[config.mk]
export PLATFORM = sky130hd
export DESIGN_NAME = cell_mean_threshold_grid_top_flat
export DESIGN_NICKNAME = d
export VERILOG_FILES = /design/src/cmtg_pkg.sv /design/src/cmtg_pix_if.sv /design/src/cmtg_res_if.sv /design/src/cmtg_cfg_if.sv /design/src/cell_mean_threshold_grid_top.sv /design/src/cmtg_front.sv /design/src/cmtg_cell.sv /design/src/cmtg_fifo.sv /design/src/flat_wrapper.sv
export SDC_FILE = /design/constraint.sdc
export NUM_CORES = 2
export LEC_CHECK = 0
export BUFFER_PORTS_ARGS = -buffer_cell sky130_fd_sc_hd__buf_2
export CAP_MARGIN = 10
export CORE_MARGIN = 1
export CORE_UTILIZATION = 58
export CTS_CLUSTER_DIAMETER = 50
export DETAILED_ROUTE_END_ITERATION = 12
export GPL_ROUTABILITY_DRIVEN = 0
export PLACE_DENSITY = 0.71
export SYNTH_ARGS = -nofsm -noshare
export SYNTH_HDL_FRONTEND = slang
export SYNTH_HIERARCHICAL = 1
export SYNTH_SLANG_ARGS = --single-unit
[constraint.sdc]
create_clock -name clk_i -period 7.3 [get_ports clk_i]
set_input_delay 1.095 -clock clk_i [delete_from_list [all_inputs] [get_ports clk_i]]
set_output_delay 1.095 -clock clk_i [all_outputs]
set_load 0.02 [all_outputs]
[src/cmtg_pkg.sv]
// ----------------------------------------------------------------------------
// cmtg_pkg
// Shared constants, types and helper functions of the cell mean threshold grid.
// ----------------------------------------------------------------------------
package cmtg_pkg;

  // grid geometry
  localparam int GRID_CELLS     = 10;
  localparam int MAX_CELL_WIDTH = 32;

  // field widths
  localparam int PIX_W   = 8;
  localparam int THR_W   = 8;
  localparam int CW_W    = 6;
  localparam int IDX_W   = 4;
  localparam int POS_W   = 9;
  // sums keep growing across width writes, so they wrap only at 32 bits
  localparam int SUM_W   = 32;
  localparam int W2_W    = 2 * CW_W;
  localparam int LIMIT_W = 19;
  localparam int REM_W   = CW_W + 1;

  // divider sequencing for position resync
  localparam int DIV_CNT_W = 4;

  // result queue
  localparam int FIFO_DEPTH = 16;
  localparam int FIFO_AW    = 4;
  localparam int CRED_W     = FIFO_AW + 1;

  // configuration port
  localparam int CFG_IDX_W  = 2;
  localparam int CFG_DATA_W = 8;

  localparam logic [THR_W-1:0] THR_RESET = THR_W'(128);
  localparam logic [CW_W-1:0]  CW_RESET  = CW_W'(8);
  localparam logic [IDX_W-1:0] GRID_LAST = IDX_W'(GRID_CELLS - 1);

  // register indexes
  typedef enum logic [CFG_IDX_W-1:0] {
    CFG_THRESHOLD  = 2'd0,
    CFG_CELL_WIDTH = 2'd1
  } cfg_idx_e;

  // word travelling along the cell chain
  typedef struct packed {
    logic             valid;
    logic             hit;
    logic             emit;
    logic             last;
    logic             clr;
    logic             res;
    logic [IDX_W-1:0] row;
    logic [IDX_W-1:0] col;
    logic [PIX_W-1:0] pix;
  } tok_t;

  // one result word
  typedef struct packed {
    logic [IDX_W-1:0] row;
    logic [IDX_W-1:0] col;
    logic             res;
    logic             last;
  } res_t;

  // clamp the programmed cell width to 1..MAX_CELL_WIDTH
  function automatic logic [CW_W-1:0] eff_width(input logic [CW_W-1:0] cw);
    logic [CW_W-1:0] w;
    w = cw;
    if (cw == '0) begin
      w = CW_W'(1);
    end else if (cw > CW_W'(MAX_CELL_WIDTH)) begin
      w = CW_W'(MAX_CELL_WIDTH);
    end
    return w;
  endfunction

  // one restoring division step: returns {remainder, quotient}
  function automatic logic [REM_W+POS_W-1:0] div_step(input logic [REM_W-1:0] rem,
                                                      input logic [POS_W-1:0] quo,
                                                      input logic [CW_W-1:0]  dvs);
    logic [REM_W-1:0] r;
    logic [POS_W-1:0] q;
    r = {rem[REM_W-2:0], quo[POS_W-1]};
    q = {quo[POS_W-2:0], 1'b0};
    if (r >= {1'b0, dvs}) begin
      r    = r - {1'b0, dvs};
      q[0] = 1'b1;
    end
    return {r, q};
  endfunction

endpackage

[src/cmtg_pix_if.sv]
// ----------------------------------------------------------------------------
// cmtg_pix_if
// Pixel stream channel: valid/ready with pixel and frame start flag.
// ----------------------------------------------------------------------------
interface cmtg_pix_if import cmtg_pkg::*; ();
  logic             valid;
  logic             ready;
  logic [PIX_W-1:0] pixel;
  logic             frame_start;

  modport source (output valid, output pixel, output frame_start, input ready);
  modport sink   (input valid, input pixel, input frame_start, output ready);
endinterface

[src/cmtg_res_if.sv]
// ----------------------------------------------------------------------------
// cmtg_res_if
// Cell result channel: valid/ready with grid position, bit and last flag.
// ----------------------------------------------------------------------------
interface cmtg_res_if import cmtg_pkg::*; ();
  logic             valid;
  logic             ready;
  logic [IDX_W-1:0] cell_row;
  logic [IDX_W-1:0] cell_col;
  logic             cell_bit;
  logic             last_cell;

  modport source (output valid, output cell_row, output cell_col, output cell_bit,
                  output last_cell, input ready);
  modport sink   (input valid, input cell_row, input cell_col, input cell_bit,
                  input last_cell, output ready);
endinterface

[src/cmtg_cfg_if.sv]
// ----------------------------------------------------------------------------
// cmtg_cfg_if
// Configuration write channel: valid/ready with register index and data.
// ----------------------------------------------------------------------------
interface cmtg_cfg_if import cmtg_pkg::*; ();
  logic                  valid;
  logic                  ready;
  logic [CFG_IDX_W-1:0]  index;
  logic [CFG_DATA_W-1:0] data;

  modport source (output valid, output index, output data, input ready);
  modport sink   (input valid, input index, input data, output ready);
endinterface

[src/cell_mean_threshold_grid_top.sv]
// ----------------------------------------------------------------------------
// cell_mean_threshold_grid_top
// Block mean binarization of a square greyscale image on a grid of cells.
// ----------------------------------------------------------------------------
// in_i carries one pixel word per handshake in raster order; frame_start marks
// the first pixel of an image. out_o carries one word per finished cell, at
// its bottom-right pixel: grid row, grid column, the threshold bit and a flag
// on the final cell. cfg_i writes threshold (index 0) and cell width (index 1)
// and is always ready.
// Throughput is one pixel per cycle while no resync, configuration write or
// full credit count holds in_i not ready. A pixel word runs through a
// registered position stage and a chain of ten registered column cells.
// A cell width write re-derives the cell position by a 9-step divider, and
// in_i is held not ready until the divider finishes.
// Reset restores threshold 128 and cell width 8, clears all sums and puts the
// position at the origin. When the receiver stalls, results collect in a
// 16-word queue; in_i stays ready while fewer than 16 words are in flight or
// queued, so pixels keep flowing across short stalls.
// ----------------------------------------------------------------------------
module cell_mean_threshold_grid_top import cmtg_pkg::*; (
  input  logic       clk_i,
  input  logic       rst_ni,
  cmtg_pix_if.sink   in_i,
  cmtg_res_if.source out_o,
  cmtg_cfg_if.sink   cfg_i
);

  logic [THR_W-1:0]   thr_q;
  logic [CW_W-1:0]    cw_q;
  logic [CW_W-1:0]    width;
  logic [W2_W-1:0]    w2_q;
  logic [LIMIT_W-1:0] limit_q;
  logic [CRED_W-1:0]  used_q;
  logic               cfg_acc, in_acc, resync, busy, push, drop, pop;
  tok_t               chain [GRID_CELLS+1];
  tok_t               tail;
  res_t               push_data, head;

  // configuration registers
  assign cfg_i.ready = 1'b1;
  assign cfg_acc     = cfg_i.valid && cfg_i.ready;
  assign resync      = cfg_acc && (cfg_i.index == CFG_CELL_WIDTH);

  always_ff @(posedge clk_i or negedge rst_ni) begin
    if (!rst_ni) begin
      thr_q <= THR_RESET;
      cw_q  <= CW_RESET;
    end else if (cfg_acc) begin
      if (cfg_i.index == CFG_THRESHOLD) begin
        thr_q <= cfg_i.data[THR_W-1:0];
      end else if (cfg_i.index == CFG_CELL_WIDTH) begin
        cw_q <= cfg_i.data[CW_W-1:0];
      end
    end
  end

  assign width = eff_width(cw_q);

  // limit = (threshold + 1) * width^2, one multiply per stage
  always_ff @(posedge clk_i) begin
    w2_q    <= W2_W'(width * width);
    limit_q <= LIMIT_W'(({1'b0, thr_q} + (THR_W+1)'(1)) * w2_q);
  end

  // input handshake and word credits
  assign in_i.ready = !busy && !cfg_i.valid && (used_q < CRED_W'(FIFO_DEPTH));
  assign in_acc     = in_i.valid && in_i.ready;

  always_ff @(posedge clk_i or negedge rst_ni) begin
    if (!rst_ni) begin
      used_q <= '0;
    end else begin
      used_q <= used_q + CRED_W'(in_acc) - CRED_W'(drop) - CRED_W'(pop);
    end
  end

  // position stage
  cmtg_front u_front (
    .clk_i         (clk_i),
    .rst_ni        (rst_ni),
    .acc_i         (in_acc),
    .pixel_i       (in_i.pixel),
    .frame_start_i (in_i.frame_start),
    .width_i       (width),
    .resync_i      (resync),
    .busy_o        (busy),
    .tok_o         (chain[0])
  );

  // chain of column cells
  for (genvar g = 0; g < GRID_CELLS; g++) begin : g_cell
    cmtg_cell u_cell (
      .clk_i   (clk_i),
      .rst_ni  (rst_ni),
      .idx_i   (IDX_W'(g)),
      .limit_i (limit_q),
      .tok_i   (chain[g]),
      .tok_o   (chain[g+1])
    );
  end

  // end of chain into the result queue
  assign tail           = chain[GRID_CELLS];
  assign push           = tail.valid && tail.emit;
  assign drop           = tail.valid && !tail.emit;
  assign push_data.row  = tail.row;
  assign push_data.col  = tail.col;
  assign push_data.res  = tail.res;
  assign push_data.last = tail.last;
  assign pop            = out_o.valid && out_o.ready;

  cmtg_fifo u_fifo (
    .clk_i   (clk_i),
    .rst_ni  (rst_ni),
    .push_i  (push),
    .data_i  (push_data),
    .pop_i   (pop),
    .valid_o (out_o.valid),
    .data_o  (head)
  );

  assign out_o.cell_row  = head.row;
  assign out_o.cell_col  = head.col;
  assign out_o.cell_bit  = head.res;
  assign out_o.last_cell = head.last;

  // credits never exceed the queue depth
  a_credit_bound: assert property (@(posedge clk_i) disable iff (!rst_ni)
    used_q <= CRED_W'(FIFO_DEPTH))
    else $error("word credits exceed queue depth");

  // no pixel taken while the position is being re-derived
  a_no_accept_busy: assert property (@(posedge clk_i) disable iff (!rst_ni)
    busy |-> !in_acc)
    else $error("pixel accepted during position resync");

  // a result word pushed from the chain always holds a credit
  a_push_credit: assert property (@(posedge clk_i) disable iff (!rst_ni)
    push |-> (used_q != '0))
    else $error("result pushed without a credit");

  // final cell sits at the bottom-right corner
  a_last_corner: assert property (@(posedge clk_i) disable iff (!rst_ni)
    (out_o.valid && out_o.last_cell) |->
      ((out_o.cell_row == GRID_LAST) && (out_o.cell_col == GRID_LAST)))
    else $error("last cell flag away from the corner");

endmodule

[src/cmtg_front.sv]
// ----------------------------------------------------------------------------
// cmtg_front
// Raster position tracker: splits the pixel position into cell index and
// offset inside the cell, and re-derives both by division after a width write.
// ----------------------------------------------------------------------------
module cmtg_front import cmtg_pkg::*; (
  input  logic             clk_i,
  input  logic             rst_ni,
  input  logic             acc_i,
  input  logic [PIX_W-1:0] pixel_i,
  input  logic             frame_start_i,
  input  logic [CW_W-1:0]  width_i,
  input  logic             resync_i,
  output logic             busy_o,
  output tok_t             tok_o
);

  logic [POS_W-1:0]     px_q, px_d, py_q, py_d;
  logic [CW_W-1:0]      xin_q, xin_d, yin_q, yin_d;
  logic [IDX_W-1:0]     col_q, col_d, row_q, row_d;
  logic                 xoob_q, xoob_d, yoob_q, yoob_d;
  logic                 busy_q, busy_d;
  logic [DIV_CNT_W-1:0] cnt_q, cnt_d;
  logic [REM_W-1:0]     xr_q, xr_d, yr_q, yr_d;
  logic [POS_W-1:0]     xqu_q, xqu_d, yqu_q, yqu_d;
  tok_t                 tok_q, tok_d;

  logic [POS_W-1:0]       cpx, cpy;
  logic [CW_W-1:0]        cxin, cyin, wlast;
  logic [IDX_W-1:0]       ccol, crow;
  logic                   cxoob, cyoob, xend, yend, wrapx, wrapy;
  logic [REM_W+POS_W-1:0] xstep, ystep;

  assign wlast = width_i - CW_W'(1);

  // current position, frame start puts this pixel at the origin
  always_comb begin
    cpx   = frame_start_i ? '0 : px_q;
    cpy   = frame_start_i ? '0 : py_q;
    cxin  = frame_start_i ? '0 : xin_q;
    cyin  = frame_start_i ? '0 : yin_q;
    ccol  = frame_start_i ? '0 : col_q;
    crow  = frame_start_i ? '0 : row_q;
    cxoob = frame_start_i ? 1'b0 : xoob_q;
    cyoob = frame_start_i ? 1'b0 : yoob_q;
    xend  = (cxin == wlast);
    yend  = (cyin == wlast);
    wrapx = cxoob || ((ccol == GRID_LAST) && xend);
    wrapy = cyoob || ((crow == GRID_LAST) && yend);
  end

  // divider steps for the resync
  assign xstep = div_step(xr_q, xqu_q, width_i);
  assign ystep = div_step(yr_q, yqu_q, width_i);

  // position update and resync sequencing
  always_comb begin
    px_d   = px_q;
    py_d   = py_q;
    xin_d  = xin_q;
    yin_d  = yin_q;
    col_d  = col_q;
    row_d  = row_q;
    xoob_d = xoob_q;
    yoob_d = yoob_q;
    busy_d = busy_q;
    cnt_d  = cnt_q;
    xr_d   = xr_q;
    yr_d   = yr_q;
    xqu_d  = xqu_q;
    yqu_d  = yqu_q;

    tok_d       = tok_q;
    tok_d.valid = acc_i;
    tok_d.hit   = !cxoob && !cyoob;
    tok_d.emit  = !cxoob && !cyoob && xend && yend;
    tok_d.last  = (ccol == GRID_LAST) && (crow == GRID_LAST);
    tok_d.clr   = frame_start_i;
    tok_d.res   = 1'b0;
    tok_d.row   = crow;
    tok_d.col   = ccol;
    tok_d.pix   = pixel_i;

    if (resync_i) begin
      busy_d = 1'b1;
      cnt_d  = DIV_CNT_W'(POS_W);
      xr_d   = '0;
      yr_d   = '0;
      xqu_d  = px_q;
      yqu_d  = py_q;
    end else if (busy_q) begin
      {xr_d, xqu_d} = xstep;
      {yr_d, yqu_d} = ystep;
      cnt_d         = cnt_q - DIV_CNT_W'(1);
      if (cnt_q == DIV_CNT_W'(1)) begin
        busy_d = 1'b0;
        xin_d  = xstep[POS_W +: CW_W];
        yin_d  = ystep[POS_W +: CW_W];
        col_d  = xstep[IDX_W-1:0];
        row_d  = ystep[IDX_W-1:0];
        xoob_d = (xstep[POS_W-1:0] >= POS_W'(GRID_CELLS));
        yoob_d = (ystep[POS_W-1:0] >= POS_W'(GRID_CELLS));
      end
    end else if (acc_i) begin
      // column advance
      if (wrapx) begin
        px_d   = '0;
        xin_d  = '0;
        col_d  = '0;
        xoob_d = 1'b0;
      end else begin
        px_d   = cpx + POS_W'(1);
        xoob_d = 1'b0;
        if (xend) begin
          xin_d = '0;
          col_d = ccol + IDX_W'(1);
        end else begin
          xin_d = cxin + CW_W'(1);
          col_d = ccol;
        end
      end
      // row advance at the end of a line
      py_d   = cpy;
      yin_d  = cyin;
      row_d  = crow;
      yoob_d = cyoob;
      if (wrapx) begin
        if (wrapy) begin
          py_d   = '0;
          yin_d  = '0;
          row_d  = '0;
          yoob_d = 1'b0;
        end else begin
          py_d = cpy + POS_W'(1);
          if (yend) begin
            yin_d = '0;
            row_d = crow + IDX_W'(1);
          end else begin
            yin_d = cyin + CW_W'(1);
          end
        end
      end
    end
  end

  // state registers
  always_ff @(posedge clk_i or negedge rst_ni) begin
    if (!rst_ni) begin
      px_q   <= '0;
      py_q   <= '0;
      xin_q  <= '0;
      yin_q  <= '0;
      col_q  <= '0;
      row_q  <= '0;
      xoob_q <= 1'b0;
      yoob_q <= 1'b0;
      busy_q <= 1'b0;
      cnt_q  <= '0;
      tok_q  <= '0;
    end else begin
      px_q   <= px_d;
      py_q   <= py_d;
      xin_q  <= xin_d;
      yin_q  <= yin_d;
      col_q  <= col_d;
      row_q  <= row_d;
      xoob_q <= xoob_d;
      yoob_q <= yoob_d;
      busy_q <= busy_d;
      cnt_q  <= cnt_d;
      tok_q  <= tok_d;
    end
  end

  // divider datapath
  always_ff @(posedge clk_i) begin
    xr_q  <= xr_d;
    yr_q  <= yr_d;
    xqu_q <= xqu_d;
    yqu_q <= yqu_d;
  end

  assign busy_o = busy_q;
  assign tok_o  = tok_q;

endmodule

[src/cmtg_cell.sv]
// ----------------------------------------------------------------------------
// cmtg_cell
// One grid column: holds the running sum of its cell in the current band,
// adds matching pixels and decides the cell bit as the word passes through.
// ----------------------------------------------------------------------------
module cmtg_cell import cmtg_pkg::*; (
  input  logic               clk_i,
  input  logic               rst_ni,
  input  logic [IDX_W-1:0]   idx_i,
  input  logic [LIMIT_W-1:0] limit_i,
  input  tok_t               tok_i,
  output tok_t               tok_o
);

  logic [SUM_W-1:0] sum_q, sum_d, base, acc;
  logic             mine;
  tok_t             tok_q, tok_d;

  // accumulate and compare
  always_comb begin
    base  = tok_i.clr ? '0 : sum_q;
    acc   = base + SUM_W'(tok_i.pix);
    mine  = tok_i.valid && tok_i.hit && (tok_i.col == idx_i);
    sum_d = sum_q;
    tok_d = tok_i;
    if (tok_i.valid) begin
      sum_d = base;
      if (mine) begin
        sum_d = tok_i.emit ? '0 : acc;
        if (tok_i.emit) begin
          tok_d.res = (acc >= SUM_W'(limit_i));
        end
      end
    end
  end

  always_ff @(posedge clk_i or negedge rst_ni) begin
    if (!rst_ni) begin
      sum_q <= '0;
      tok_q <= '0;
    end else begin
      sum_q <= sum_d;
      tok_q <= tok_d;
    end
  end

  assign tok_o = tok_q;

endmodule

[src/cmtg_fifo.sv]
// ----------------------------------------------------------------------------
// cmtg_fifo
// Result queue between the cell chain and the output channel.
// ----------------------------------------------------------------------------
module cmtg_fifo import cmtg_pkg::*; (
  input  logic clk_i,
  input  logic rst_ni,
  input  logic push_i,
  input  res_t data_i,
  input  logic pop_i,
  output logic valid_o,
  output res_t data_o
);

  res_t               mem_q [FIFO_DEPTH];
  logic [FIFO_AW-1:0] wr_q, rd_q;
  logic [CRED_W-1:0]  cnt_q;

  // pointers and fill level
  always_ff @(posedge clk_i or negedge rst_ni) begin
    if (!rst_ni) begin
      wr_q  <= '0;
      rd_q  <= '0;
      cnt_q <= '0;
    end else begin
      if (push_i) begin
        wr_q <= wr_q + FIFO_AW'(1);
      end
      if (pop_i) begin
        rd_q <= rd_q + FIFO_AW'(1);
      end
      cnt_q <= cnt_q + CRED_W'(push_i) - CRED_W'(pop_i);
    end
  end

  // storage
  always_ff @(posedge clk_i) begin
    if (push_i) begin
      mem_q[wr_q] <= data_i;
    end
  end

  assign valid_o = (cnt_q != '0);
  assign data_o  = mem_q[rd_q];

endmodule
[src/flat_wrapper.sv]
// flat-port wrapper written by rule: the top's interface ports become plain ports
module cell_mean_threshold_grid_top_flat import cmtg_pkg::*;
  (clk_i, rst_ni, in_i_valid, in_i_pixel, in_i_frame_start, in_i_ready, out_o_valid, out_o_cell_row, out_o_cell_col, out_o_cell_bit, out_o_last_cell, out_o_ready, cfg_i_valid, cfg_i_index, cfg_i_data, cfg_i_ready);
  cmtg_pix_if in_i_i ();
  cmtg_res_if out_o_i ();
  cmtg_cfg_if cfg_i_i ();
  input  logic clk_i;
  input  logic rst_ni;
  input wire logic [$bits(in_i_i.valid)-1:0] in_i_valid;
  input wire logic [$bits(in_i_i.pixel)-1:0] in_i_pixel;
  input wire logic [$bits(in_i_i.frame_start)-1:0] in_i_frame_start;
  output wire logic [$bits(in_i_i.ready)-1:0] in_i_ready;
  output wire logic [$bits(out_o_i.valid)-1:0] out_o_valid;
  output wire logic [$bits(out_o_i.cell_row)-1:0] out_o_cell_row;
  output wire logic [$bits(out_o_i.cell_col)-1:0] out_o_cell_col;
  output wire logic [$bits(out_o_i.cell_bit)-1:0] out_o_cell_bit;
  output wire logic [$bits(out_o_i.last_cell)-1:0] out_o_last_cell;
  input wire logic [$bits(out_o_i.ready)-1:0] out_o_ready;
  input wire logic [$bits(cfg_i_i.valid)-1:0] cfg_i_valid;
  input wire logic [$bits(cfg_i_i.index)-1:0] cfg_i_index;
  input wire logic [$bits(cfg_i_i.data)-1:0] cfg_i_data;
  output wire logic [$bits(cfg_i_i.ready)-1:0] cfg_i_ready;
  assign in_i_i.valid = in_i_valid;
  assign in_i_i.pixel = in_i_pixel;
  assign in_i_i.frame_start = in_i_frame_start;
  assign in_i_ready = in_i_i.ready;
  assign out_o_valid = out_o_i.valid;
  assign out_o_cell_row = out_o_i.cell_row;
  assign out_o_cell_col = out_o_i.cell_col;
  assign out_o_cell_bit = out_o_i.cell_bit;
  assign out_o_last_cell = out_o_i.last_cell;
  assign out_o_i.ready = out_o_ready;
  assign cfg_i_i.valid = cfg_i_valid;
  assign cfg_i_i.index = cfg_i_index;
  assign cfg_i_i.data = cfg_i_data;
  assign cfg_i_ready = cfg_i_i.ready;
  cell_mean_threshold_grid_top u_core (.clk_i(clk_i), .rst_ni(rst_ni), .in_i(in_i_i), .out_o(out_o_i), .cfg_i(cfg_i_i));
endmodule
==> metrics.md <==
| Metric | Value |
|---|---|
| NetSw | 7.646 mW |
| Worst hold path type | register to register |
| ANT nets after route | 0 |
| Fill count | between 7,000 and 8,000 |
| Maximum VDD drop | ~0.6 mV |
| Setup TNS | 0 ns |
| CTS sink cnt | approximately 850 |
| Clk Latency, worst-skew pair | slightly above 0.7 ns |
| Seq pwr share | between 30% and 40% |
| Worst slew pin tran | around 1.3 ns |
| Final Slew Violations | 0 |
| Critical-path cell list | ha_1 > nand3_1 > xor2_1 > nand2b_1 > fa_1 > fa_1 > inv_1 > fa_1 > inv_1 > fa_1 > inv_1 > ha_1 > o21a_1 > o31a_1 > nor3_1 > o311ai_0 > a21oi_1 > xnor2_1 |
| Most frequent cells in the layout | dfrtp_1 (625), inv_1 (455), nand2_1 (437), nor2_1 (365), ha_1 (358) |
| Syn avg cell area | ~9.8 um^2 |
| Critical path class | register to register |
| Largest net degree at the start of global routing | 172 |
| Register area | about 22,000 um^2 |
| Switching share of total power | 38.89% |
| CP arrival | between 6 and 7 ns |
| Peak per-stage delay on the critical path | approximately 0.76 ns |
| Layout cells sized above 1 | a little under a tenth |
| Status | completed |
| Die X | between 300 and 400 um |
| Worst setup SP type | register |
| Slew margin rel. | between 10% and 20% |
| Vias in the first global route | between 40,000 and 50,000 |
| Syn Inst Count | 5,490 |
| Power share of the combinational group | 40.7% |
| Netlist area before placement | around 54,000 um^2 |
| Vias per inst | 6.093 |
| Detailed placement HPWL | between 80,000 and 90,000 um |
| Power, Total | ~20 mW |
| RSZ-0062 raised after global routing | false |
| Yosys warning total | 6 |
| Crit path time final | 5.927 ns |
| PwrDens | 334.0 nW/um^2 |
| Via count | slightly above 40,000 |
| Clock Pin Slew Worst Setup and Hold Paths | 0.06 ns |
| Final Cycle Share | 81.20% |
| Routed WL | about 130,000 um |
| H-tree depth | 3 |
| Clock root buffer | clkbuf_16 |
| Cts repair resizes | 0 |
| Crit path required time | ~8 ns |
| Drt drc | 0 |
| Area delta synth->final | 9.703% |
| Clk pwr share | roughly 28% |
| # IOs | 37 |
| Die Area | 93,730 um^2 |
| Port bufs | 35 |
| CP Max Fanout | 16 |
| Fmax | ~0.17 GHz |
| Num CTS Buffers | between 100 and 150 |
| Most frequent CP cell | fa_1 |
| Post-layout net count | around 6,000 |
| Pre-CTS WS | roughly 1.4 ns |
| Postcts setup bufs | 0 |
| Final WS setup | between 1 and 1.5 ns |
| Die Span Y | around 310 um |
| Gr usage total | 28.58% |
| Final core utilization | 64.21% |
| Final hold vios | 0 |
| Routed WL per cell | 19.47 um |
| First drt pass iteration count | 6 |
| Worst Skew | between 0.02 and 0.025 ns |
| Rows | 111 |
| Final setup violation count | 0 |
| Cell Int Power | roughly 12 mW |
| Hold-fix buffers, CTS | 0 |
| First-pass GRT wire length | roughly 220,000 um |
| Number of antenna violations at the first check in global routing | 1 |
| Endpoint class of the critical path | register |
| Initial core utilization | between 50% and 60% |
| Max-cap violation count | 0 |
| Most common cell after layout, fill and taps aside | dfrtp_1 |
| Multi-input gate area | 29,300 um^2 |
| Leakage | 26.41 nW |
| DR iter-0 viols | about 3,400 |
| Slowest-stage cell, CP | xor2_1 |
| TritonCTS clock tree | yes |
| Core area | 91,660 um^2 |
| Clk buf depth | 3 |
| GRT Residual Overflow | 0 |
-- critical path: cells and delay by family, from the launching register on --
family                     cells  cell delay (ns)
buffers and inverters          3             0.14
and+or+nand+nor                3             0.42
adders and majority gates      6             2.63
DFF                            1             0.57
xor gates and xnor gates       2             0.92
AOI/OAI and AO/OA              4             1.13
-- power by group through the flow --
stage,clock network (mW),logic [mW],registers [mW]
final,5.41,8.00,6.25
after global routing,5.71,9.05,6.33
after CTS,5.52,7.97,6.25
after detailed placement,0,7.90,6.33
after global placement,0,7.72,6.30
after floorplan,0,6.04,6.02
-- sequential cells by signal, indices dropped and copies added, names as in the netlist, 6 cells and up --
name / cells
u_core/u_front/xin_q: 6
u_core/u_front/yqu_q: 9
u_core/u_front/py_q: 9
u_core/u_front/px_q: 9
u_core/u_front/xqu_q: 9
u_core/w2_q: 11
u_core/u_fifo/mem_q: 160
u_core/u_front/tok_o: 21
u_core/cw_q: 6
u_core/thr_q: 8
u_core/u_front/xr_q: 6
u_core/g_cell.u_cell/tok_o: 210
u_core/g_cell.u_cell/sum_q: 320
u_core/u_front/yr_q: 6
u_core/limit_q: 19
u_core/u_front/yin_q: 6
-- layer usage --
layer	GRT usage, %	wire length [um]
met3	3.781	7568
met5	0	14
met2	45.85	61320
met1	39.75	59250
met4	10.52	4576
-- area by class of cell --
class,count,area share (%)
well taps,1186,2.521
multi-input cells,4022,49.77
repair buffers,98,1.182
diodes,1,0.004251
clock inverters,64,1.318
flip-flops and latches,848,37.21
inverters,463,2.953
clock buffers,137,5.036
-- path summary, 6_finish.rpt --
| check | startpoint | endpoint | slack [ns] | depth (start not counted) |
|---|---|---|---|---|
| setup / recovery | u_core/thr_q[0]$_DFFE_PN0P_ | u_core/limit_q[18]$_DFF_P_ | 1.37 | 18 |
| hold / removal | u_core/g_cell[1].u_cell/tok_o[18]$_DFF_PN0_ | u_core/g_cell[2].u_cell/tok_o[18]$_DFF_PN0_ | 0.34 | 0 |
| setup reg to reg | u_core/thr_q[0]$_DFFE_PN0P_ | u_core/limit_q[18]$_DFF_P_ | 1.37 | 18 |
| hold reg to reg | u_core/g_cell[1].u_cell/tok_o[18]$_DFF_PN0_ | u_core/g_cell[2].u_cell/tok_o[18]$_DFF_PN0_ | 0.34 | 0 |
| max in group asynchronous | rst_ni | u_core/g_cell[8].u_cell/sum_q[15]$_DFFE_PN0P_ | 5.28 | 2 |
| min in group asynchronous | rst_ni | u_core/u_fifo/rd_q[3]$_DFFE_PN0P_ | 0.46 | 1 |
-- metrics by stage --
step                      instance area (um^2)  hold slack (ns)  cells
after floorplan                          53910           0.3312   5557
after global placement                   55120           0.3315   6617
after detailed placement                 55120           0.3347   6617
after CTS                                58860           0.3437   6818
after global routing                     58860           0.3469   6818
final                                    58860           0.3433   6819
No activity file was read; power rests on OpenSTA's default activity.
